### src/rtl/core/sld_pkg.sv
// ----------------------------------------------------------------------------
// sld_pkg
// Shared constants, codes and command types for the slew-limited PID drive.
// ----------------------------------------------------------------------------
package sld_pkg;

	localparam int FRAC_BITS = 16;
	localparam int DRIVE_W   = 16;
	localparam int HELD_W    = DRIVE_W + FRAC_BITS;
	localparam int ERR_W     = 17;
	localparam int PERR_W    = 18;
	localparam int INTEG_W   = 48;
	localparam int MUL_W     = 33;
	localparam int PROD_W    = 64;
	localparam int DIVS_W    = 16;

	localparam logic [DIVS_W-1:0] MS_PER_S = 16'd1000;

	// register indexes
	localparam logic [2:0] REG_TARGET = 3'd0;
	localparam logic [2:0] REG_PROP   = 3'd1;
	localparam logic [2:0] REG_INTEG  = 3'd2;
	localparam logic [2:0] REG_DERIV  = 3'd3;
	localparam logic [2:0] REG_INVERT = 3'd4;
	localparam logic [2:0] REG_SLEW   = 3'd5;
	localparam logic [2:0] REG_BIAS   = 3'd6;

	// request kinds
	localparam logic [1:0] ACT_SAMPLE = 2'd0;
	localparam logic [1:0] ACT_START  = 2'd1;
	localparam logic [1:0] ACT_STOP   = 2'd2;

	typedef logic [4:0] dp_op_t;

	localparam dp_op_t OP_NONE   = 5'd0;
	localparam dp_op_t OP_START  = 5'd1;
	localparam dp_op_t OP_LOAD   = 5'd2;
	localparam dp_op_t OP_ERR    = 5'd3;
	localparam dp_op_t OP_MUL_P  = 5'd4;
	localparam dp_op_t OP_MUL_ED = 5'd5;
	localparam dp_op_t OP_MUL_I  = 5'd6;
	localparam dp_op_t OP_CAP_I  = 5'd7;
	localparam dp_op_t OP_MUL_D  = 5'd8;
	localparam dp_op_t OP_CAP_D  = 5'd9;
	localparam dp_op_t OP_MUL_L  = 5'd10;
	localparam dp_op_t OP_CAP_L  = 5'd11;
	localparam dp_op_t OP_ACC_P  = 5'd12;
	localparam dp_op_t OP_ACC_I  = 5'd13;
	localparam dp_op_t OP_ACC_D  = 5'd14;
	localparam dp_op_t OP_ACC_B  = 5'd15;
	localparam dp_op_t OP_ACC_H  = 5'd16;
	localparam dp_op_t OP_LIMIT  = 5'd17;
	localparam dp_op_t OP_CLAMP  = 5'd18;
	localparam dp_op_t OP_WRITE  = 5'd19;

	typedef struct packed {
		dp_op_t op;
		logic   div_start;
		logic   div_by_dt;
	} dp_cmd_t;

	typedef struct packed {
		logic div_busy;
		logic div_done;
	} dp_status_t;

endpackage

### src/rtl/core/sld_ctrl.sv
// ----------------------------------------------------------------------------
// sld_ctrl
// Sequencer for the drive update: handshakes, run flag and datapath commands.
// ----------------------------------------------------------------------------
module sld_ctrl
	import sld_pkg::*;
(
	input  logic       clk,
	input  logic       arst_n,
	input  logic       in_valid,
	output logic       in_ready,
	input  logic [1:0] action,
	input  logic [15:0] elapsed_ms,
	output logic       out_valid,
	input  logic       out_ready,
	input  dp_status_t status,
	output dp_cmd_t    cmd
);

	localparam logic [4:0] S_IDLE   = 5'd0;
	localparam logic [4:0] S_ERR    = 5'd1;
	localparam logic [4:0] S_MUL_P  = 5'd2;
	localparam logic [4:0] S_MUL_ED = 5'd3;
	localparam logic [4:0] S_MUL_I  = 5'd4;
	localparam logic [4:0] S_DIV_I  = 5'd5;
	localparam logic [4:0] S_WT_I   = 5'd6;
	localparam logic [4:0] S_MUL_D  = 5'd7;
	localparam logic [4:0] S_DIV_D  = 5'd8;
	localparam logic [4:0] S_WT_D   = 5'd9;
	localparam logic [4:0] S_MUL_L  = 5'd10;
	localparam logic [4:0] S_DIV_L  = 5'd11;
	localparam logic [4:0] S_WT_L   = 5'd12;
	localparam logic [4:0] S_ACC_P  = 5'd13;
	localparam logic [4:0] S_ACC_I  = 5'd14;
	localparam logic [4:0] S_ACC_D  = 5'd15;
	localparam logic [4:0] S_ACC_B  = 5'd16;
	localparam logic [4:0] S_ACC_H  = 5'd17;
	localparam logic [4:0] S_LIMIT  = 5'd18;
	localparam logic [4:0] S_CLAMP  = 5'd19;
	localparam logic [4:0] S_WRITE  = 5'd20;

	logic [4:0] state_q;
	logic [4:0] state_d;
	logic       running_q;
	logic       out_valid_q;
	logic       accept;
	logic       slot_free;

	assign in_ready  = (state_q == S_IDLE);
	assign accept    = in_valid && in_ready;
	assign slot_free = !out_valid_q || out_ready;

	always_comb begin
		state_d       = state_q;
		cmd.op        = OP_NONE;
		cmd.div_start = 1'b0;
		cmd.div_by_dt = 1'b0;
		unique case (state_q)
			S_IDLE: begin
				if (accept) begin
					if (action == ACT_START) begin
						cmd.op = OP_START;
					end else if (action == ACT_SAMPLE && running_q && elapsed_ms != '0) begin
						cmd.op  = OP_LOAD;
						state_d = S_ERR;
					end
				end
			end
			S_ERR: begin
				cmd.op  = OP_ERR;
				state_d = S_MUL_P;
			end
			S_MUL_P: begin
				cmd.op  = OP_MUL_P;
				state_d = S_MUL_ED;
			end
			S_MUL_ED: begin
				cmd.op  = OP_MUL_ED;
				state_d = S_MUL_I;
			end
			S_MUL_I: begin
				cmd.op  = OP_MUL_I;
				state_d = S_DIV_I;
			end
			S_DIV_I: begin
				cmd.div_start = 1'b1;
				state_d       = S_WT_I;
			end
			S_WT_I: begin
				if (status.div_done) begin
					cmd.op  = OP_CAP_I;
					state_d = S_MUL_D;
				end
			end
			S_MUL_D: begin
				cmd.op  = OP_MUL_D;
				state_d = S_DIV_D;
			end
			S_DIV_D: begin
				cmd.div_start = 1'b1;
				cmd.div_by_dt = 1'b1;
				state_d       = S_WT_D;
			end
			S_WT_D: begin
				if (status.div_done) begin
					cmd.op  = OP_CAP_D;
					state_d = S_MUL_L;
				end
			end
			S_MUL_L: begin
				cmd.op  = OP_MUL_L;
				state_d = S_DIV_L;
			end
			S_DIV_L: begin
				cmd.div_start = 1'b1;
				state_d       = S_WT_L;
			end
			S_WT_L: begin
				if (status.div_done) begin
					cmd.op  = OP_CAP_L;
					state_d = S_ACC_P;
				end
			end
			S_ACC_P: begin
				cmd.op  = OP_ACC_P;
				state_d = S_ACC_I;
			end
			S_ACC_I: begin
				cmd.op  = OP_ACC_I;
				state_d = S_ACC_D;
			end
			S_ACC_D: begin
				cmd.op  = OP_ACC_D;
				state_d = S_ACC_B;
			end
			S_ACC_B: begin
				cmd.op  = OP_ACC_B;
				state_d = S_ACC_H;
			end
			S_ACC_H: begin
				cmd.op  = OP_ACC_H;
				state_d = S_LIMIT;
			end
			S_LIMIT: begin
				cmd.op  = OP_LIMIT;
				state_d = S_CLAMP;
			end
			S_CLAMP: begin
				cmd.op  = OP_CLAMP;
				state_d = S_WRITE;
			end
			S_WRITE: begin
				// hold the result until the output register is free
				if (slot_free) begin
					cmd.op  = OP_WRITE;
					state_d = S_IDLE;
				end
			end
			default: state_d = S_IDLE;
		endcase
	end

	always_ff @(posedge clk or negedge arst_n) begin
		if (!arst_n) begin
			state_q     <= S_IDLE;
			running_q   <= 1'b0;
			out_valid_q <= 1'b0;
		end else begin
			state_q <= state_d;
			if (accept && action == ACT_START) running_q <= 1'b1;
			else if (accept && action == ACT_STOP) running_q <= 1'b0;
			if (cmd.op == OP_WRITE) out_valid_q <= 1'b1;
			else if (out_ready) out_valid_q <= 1'b0;
		end
	end

	assign out_valid = out_valid_q;

	a_div_start_idle: assert property (@(posedge clk) disable iff (!arst_n)
		cmd.div_start |-> !status.div_busy)
		else $error("divider started while busy");

	a_write_slot: assert property (@(posedge clk) disable iff (!arst_n)
		(cmd.op == OP_WRITE) |-> slot_free)
		else $error("result written over a pending one");

	a_write_valid: assert property (@(posedge clk) disable iff (!arst_n)
		(cmd.op == OP_WRITE) |=> out_valid_q)
		else $error("written result not presented");

	a_capture_done: assert property (@(posedge clk) disable iff (!arst_n)
		(cmd.op == OP_CAP_I || cmd.op == OP_CAP_D || cmd.op == OP_CAP_L)
		|-> status.div_done)
		else $error("quotient captured before divider finished");

endmodule

### config.mk
export PLATFORM = sky130hd
export DESIGN_NAME = sld_ctrl
export DESIGN_NICKNAME = d
export VERILOG_FILES = /design/src/rtl/core/sld_pkg.sv /design/src/rtl/core/sld_ctrl.sv
export SDC_FILE = /design/constraint.sdc
export NUM_CORES = 1
export LEC_CHECK = 0
export ABC_CLOCK_PERIOD_IN_PS = 1500
export BUFFER_PORTS_ARGS = -buffer_cell sky130_fd_sc_hd__buf_2
export CAP_MARGIN = 20
export CORE_UTILIZATION = 46
export DETAILED_ROUTE_END_ITERATION = 7
export GPL_TIMING_DRIVEN = 0
export HOLD_SLACK_MARGIN = 0.02
export PLACE_DENSITY = 0.77
export RECOVER_POWER = 25
export SYNTH_ARGS = -nofsm -noshare
export SYNTH_HDL_FRONTEND = slang
export SYNTH_SLANG_ARGS = --single-unit
### constraint.sdc
create_clock -name clk -period 1.5 [get_ports clk]
set_input_delay 0.15 -clock clk [delete_from_list [all_inputs] [get_ports clk]]
set_output_delay 0.15 -clock clk [all_outputs]
set_load 0.005 [all_outputs]
Word level (Yosys, flattened, before mapping)
Index checks and enable logic that the tools add are counted.
{"block": "classes", "eq_ne": 30, "muxes": 22, "reduce_logical": 14}
{"op": "$pmux W5 S21", "n": 1}
{"op": "$pmux W5 S18", "n": 1}
{"op": "$eq A5 B4 Y1 const B", "n": 8}
{"op": "$mux W5", "n": 8}
{"op": "$eq A5 B5 Y1 const B", "n": 6}
{"op": "$eq A5 B3 Y1 const B", "n": 4}
{"op": "$reduce_bool A16 Y1", "n": 1}
{"op": "$eq A5 B2 Y1 const B", "n": 2}
{"op": "$ne A2 B2 Y1 const B", "n": 5}
{"op": "$mux W4", "n": 2}
{"op": "$reduce_and A7 Y1", "n": 1}
{"op": "$mux W1", "n": 6}
{"op": "$mux W2", "n": 3}
{"op": "$eq A5 B1 Y1 const B", "n": 1}
{"op": "$logic_and A1 B1 Y1", "n": 5}
{"op": "$logic_not A5 Y1", "n": 1}
{"op": "$ne A2 B1 Y1 const B", "n": 2}
{"op": "$reduce_bool A2 Y1", "n": 2}
{"op": "$mux W3", "n": 1}
{"op": "$reduce_or A3 Y1", "n": 1}
{"op": "$eq A2 B1 Y1 const B", "n": 1}
{"op": "$eq A2 B2 Y1 const B", "n": 1}
{"op": "$logic_not A2 Y1", "n": 1}
{"op": "$logic_not A1 Y1", "n": 1}
{"op": "$logic_or A1 B1 Y1", "n": 1}
{"block": "word_totals", "inputBits": 24, "output_inout_bits": 9, "wordCells": 69, "regBits": 7}

Logic depth before layout (Yosys ltp)
{"block": "depth", "word_depth": 9, "mapped_depth": 6, "mapped_depth_nobuf": 4}

Worst setup path before layout
No wires, ideal clock.
{"block": "synth_timing", "path_kind": "reg2out", "start": "register state_q[0]", "end": "output cmd[3] in the netlist's numbering", "n_path_buf": 2, "setup_slack_ps": 57, "t_required_ps": 1350, "path_stages_with_launch": 7, "arrival_ps": 1293, "path_cell_list": "dfrtp_1 buf_6 or2_1 buf_6 nor4_4 nand3_1 o211ai_1"}
{"item": "from (decl)", "line_no": "sld_ctrl.sv:42", "text": "logic [4:0] state_q;"}
{"item": "from (signal assigned)", "line_no": "sld_ctrl.sv:169", "text": "state_q <= state_d;"}
{"item": "to (decl)", "line_no": "sld_ctrl.sv:17", "text": "output dp_cmd_t cmd"}

==> summary.md <==
| Metric | Value |
|---|---|
| Status | `complete, but fails checks` |
| Violated checks | `negative setup slack` |
| Clk_skew | `1.79 ps` |
| Post-route insts no fill | `161` |
| Final hold violation count | `0` |
| Type of the worst min-delay path | `primary input to flop` |
| Worst-skew pair later-pin latency | `240 ps` |
| Final nets | `170` |
| DR vias | `911` |
| Relative slew slack | `0.680` |
| Grt peak-use layer | `met2` |
| Setup WS post-layout | `-279 ps` |
| RSZ-0062 raised after global routing | `yes` |
| DR iter-0 viols | `11` |
| Final setup vio count | `9` |
| Final Max Tran Viols | `0` |
| Area of the mapped netlist | `756 um^2` |
| Antenna-violating nets left | `0` |
| Worst r2r dst | `running_q` |
| Met1 GRT Util | `0.286` |
| Worst slew pin tran | `480 ps` |
| Critical Path Start Type | `flop` |
| Pin count of the biggest net entering global routing | `11` |
| Max Freq | `0.562 GHz` |
| CTS tree | `built` |
| DRC | `0` |
| Required time worst endpoint | `1350 ps` |
| Max_cap viols | `0` |
| FF+latch count, synth | `7` |
| Crit path capture type | `primary output` |
| Critical path class | `flop to primary output` |
| CTS buffer count | `3` |
| Final min period | `1780 ps` |
| I/O Pins | `33` |
| CTS clock-pin slew for the worst setup and hold paths | `50 ps` |
| Final period util | `1.19` |
| Clock root cell | `clkbuf_4` |
| DIE WIDTH | `42.5 um` |
| Global Route met3 Usage | `0.0905` |
| TritonRoute pass-1 iters | `4` |
| Post-Synthesis Cells | `105` |
| Synth Flop Type | `dfrtp_1` |
| Post-route cell area | `0.00105 mm^2` |
| Synthesis Warnings | `0` |
| Post-DP Area | `926 um^2` |
| Drt total wl | `2040 um` |
| Worst reg2reg startpoint | `state_q[1]` |
| H-tree depth reported by CTS | `1` |
| Die Y | `42.5 um` |
| Dpl hpwl | `1500 um` |
| Initial core utilization | `0.496` |
| Die Area | `0.00181 mm^2` |
| Leak | `0.480 nW` |
| Layout cell share with drive strength beyond 1 | `0.393` |
| Clock buffer depth | `2` |
| Critical path arrival | `1630 ps` |
| Drt via density | `5.66` |
| Area growth, synth to finish | `39.2%` |
| DP Cell Count | `151` |
| Port buffer count | `30` |
| Number of synthesized flops with an enable pin | `0` |
| # diodes | `0` |
| Routability Congestion | `0.878` |
| Worst Reg-to-Reg Cells | `7` |
| VDD IR max | `0.00125 V` |
| First-pass GRT wire length | `3420 um` |
| Core area | `0.00152 mm^2` |
| CTS Sinks | `7` |
| Initial antenna violation count | `0` |
| Yosys cell types | `36` |
| Row count | `14` |
| Routed len/inst | `12.7 um` |
| Flop2flop setup slack | `-50 ps` |
| Worst setup path end | `cmd[3]` |
| Sequential-to-total area share from yosys stat | `0.232` |
| Global router's overall resource usage | `0.247` |
| Fraction of registers with async set or reset after synthesis | `1.00` |
| Power per cell area | `2030 mW/mm^2` |
| Met2 usage | `0.458` |
| Worst-path maximum fanout | `7` |
| GR Overflow Total | `0` |
| Critical Path Start | `state_q[1]` |
| Mean Syn Cell Area | `7.20 um^2` |
| Synth Net Count | `129` |
| Vias in the first global route | `829` |
[routing by layer]
metal	wire, um	vias to the layer above	share of wire
met1	858	410	0.42
li1	-	465	-
met4	0	0	0
met5	0	-	0
met2	1030	36	0.50
met3	153	0	0.075
[how the worst min path moves through the flow]
stage	from	slack, ps	depth (start not counted)	end
5_1_grt	action[0]	200	3	running_q
3_5_place_dp	arst_n	-10	1	out_valid
4_1_cts	action[0]	180	3	running_q
2_1_floorplan	arst_n	-150	0	out_valid
3_3_place_gp	arst_n	-20	1	out_valid
6_report	action[0]	180	3	running_q
[registers in the layout, indices dropped and copies added (netlist names)]
signal,flops
out_valid,1
state_q,5
running_q,1
[power by group]
group	internal [mW]	leakage, nW	switching (mW)
clock	0.101	0.0150	0.0626
sequential	0.264	0.0831	0.0850
combinational	0.763	0.382	0.859
total	1.13	0.480	1.01
[logic make-up after synthesis]
group / count (synthesis) / synth area share
DFF: 7 / 0.232
AOI/OAI and AO/OA: 32 / 0.265
xor gates and xnor gates: 1 / 0.0116
buffers and inverters: 15 / 0.0993
and+or+nand+nor: 47 / 0.351
adders and majority gates: 2 / 0.0281
muxes: 1 / 0.0132
[cells in the final DEF (no fill, tap or decap), types with 2 or more instances in the layout]
cell type	instances
nor3_1	2
nand2b_1	5
nand3_1	4
nand3b_1	2
nor2_4	2
inv_1	4
nor4_1	4
dfrtp_1	6
clkbuf_4	3
nand4_1	2
a22oi_1	2
a22o_1	2
buf_6	4
nor2b_1	3
nand2_1	8
buf_4	5
clkbuf_1	4
nor2_1	5
nand3_2	2
o21ai_0	6
a31oi_1	2
o211ai_1	3
buf_2	30
a21oi_1	6
clkbuf_2	3
o22ai_1	5
o21ai_1	3
[timing repair]
action / in CTS / in global routing
hold buffers: 1 / 0
pin swaps: 5 / 4
endpoints found under the setup margin: 8 / 10
resized for setup: 13 / 7
buffers inserted: 4 / 3
endpoints found under the hold margin: 7 / 0
[critical path, cell delays in order (launching register included)]
cell and delay (ps):
dfrtp_1 370, buf_6 130, or2_1 210, buf_6 140, nor4_4 180, nand3_1 120, o211ai_1 90, buf_2 140
[synth_stat cells (2+ instances only)]
cell	n	area share
inv_1	4	0.020
dfrtp_1	7	0.23
nor4_1	4	0.033
buf_2	2	0.013
or2_2	2	0.017
a21oi_1	6	0.040
o21ai_0	8	0.053
nand3_1	6	0.040
a31oi_1	2	0.017
clkbuf_1	5	0.025
nand2b_1	5	0.041
nand3b_1	2	0.020
nand4_1	2	0.017
a22o_1	2	0.023
o211ai_1	3	0.030
o22ai_1	5	0.041
nand2_1	8	0.040
nor3_1	2	0.013
a221oi_1	2	0.023
nor2b_1	3	0.025
buf_6	2	0.030
a22oi_1	2	0.020
nor2_1	8	0.040
[stage by stage]
| stage | total power [mW] | hold WS [ps] | setup slack [ps] | setup TNS (ps) | utilization |
|---|---|---|---|---|---|
| CTS | 2.07 | 178 | -300 | -1490 | 0.673 |
| detailed placement | 1.71 | -13.3 | -178 | -428 | 0.608 |
| global route | 2.35 | 196 | -430 | -2510 | 0.690 |
| global placement | 1.69 | -18.7 | -155 | -360 | 0.608 |
| finish | 2.13 | 181 | -279 | -1440 | 0.690 |
| floorplan | 1.35 | -146 | 57.2 | 0 | - |
[area by class of cell]
cell class	instances	area [um^2]
Fill cell	137	472
Inverter	4	15.0
Buffer	9	53.8
Tap cell	16	20.0
Multi-Input combinational cell	83	542
Sequential cell	7	176
Clock buffer	4	26.3
Timing Repair Buffer	38	219
No activity file was read; power rests on OpenSTA's default activity.
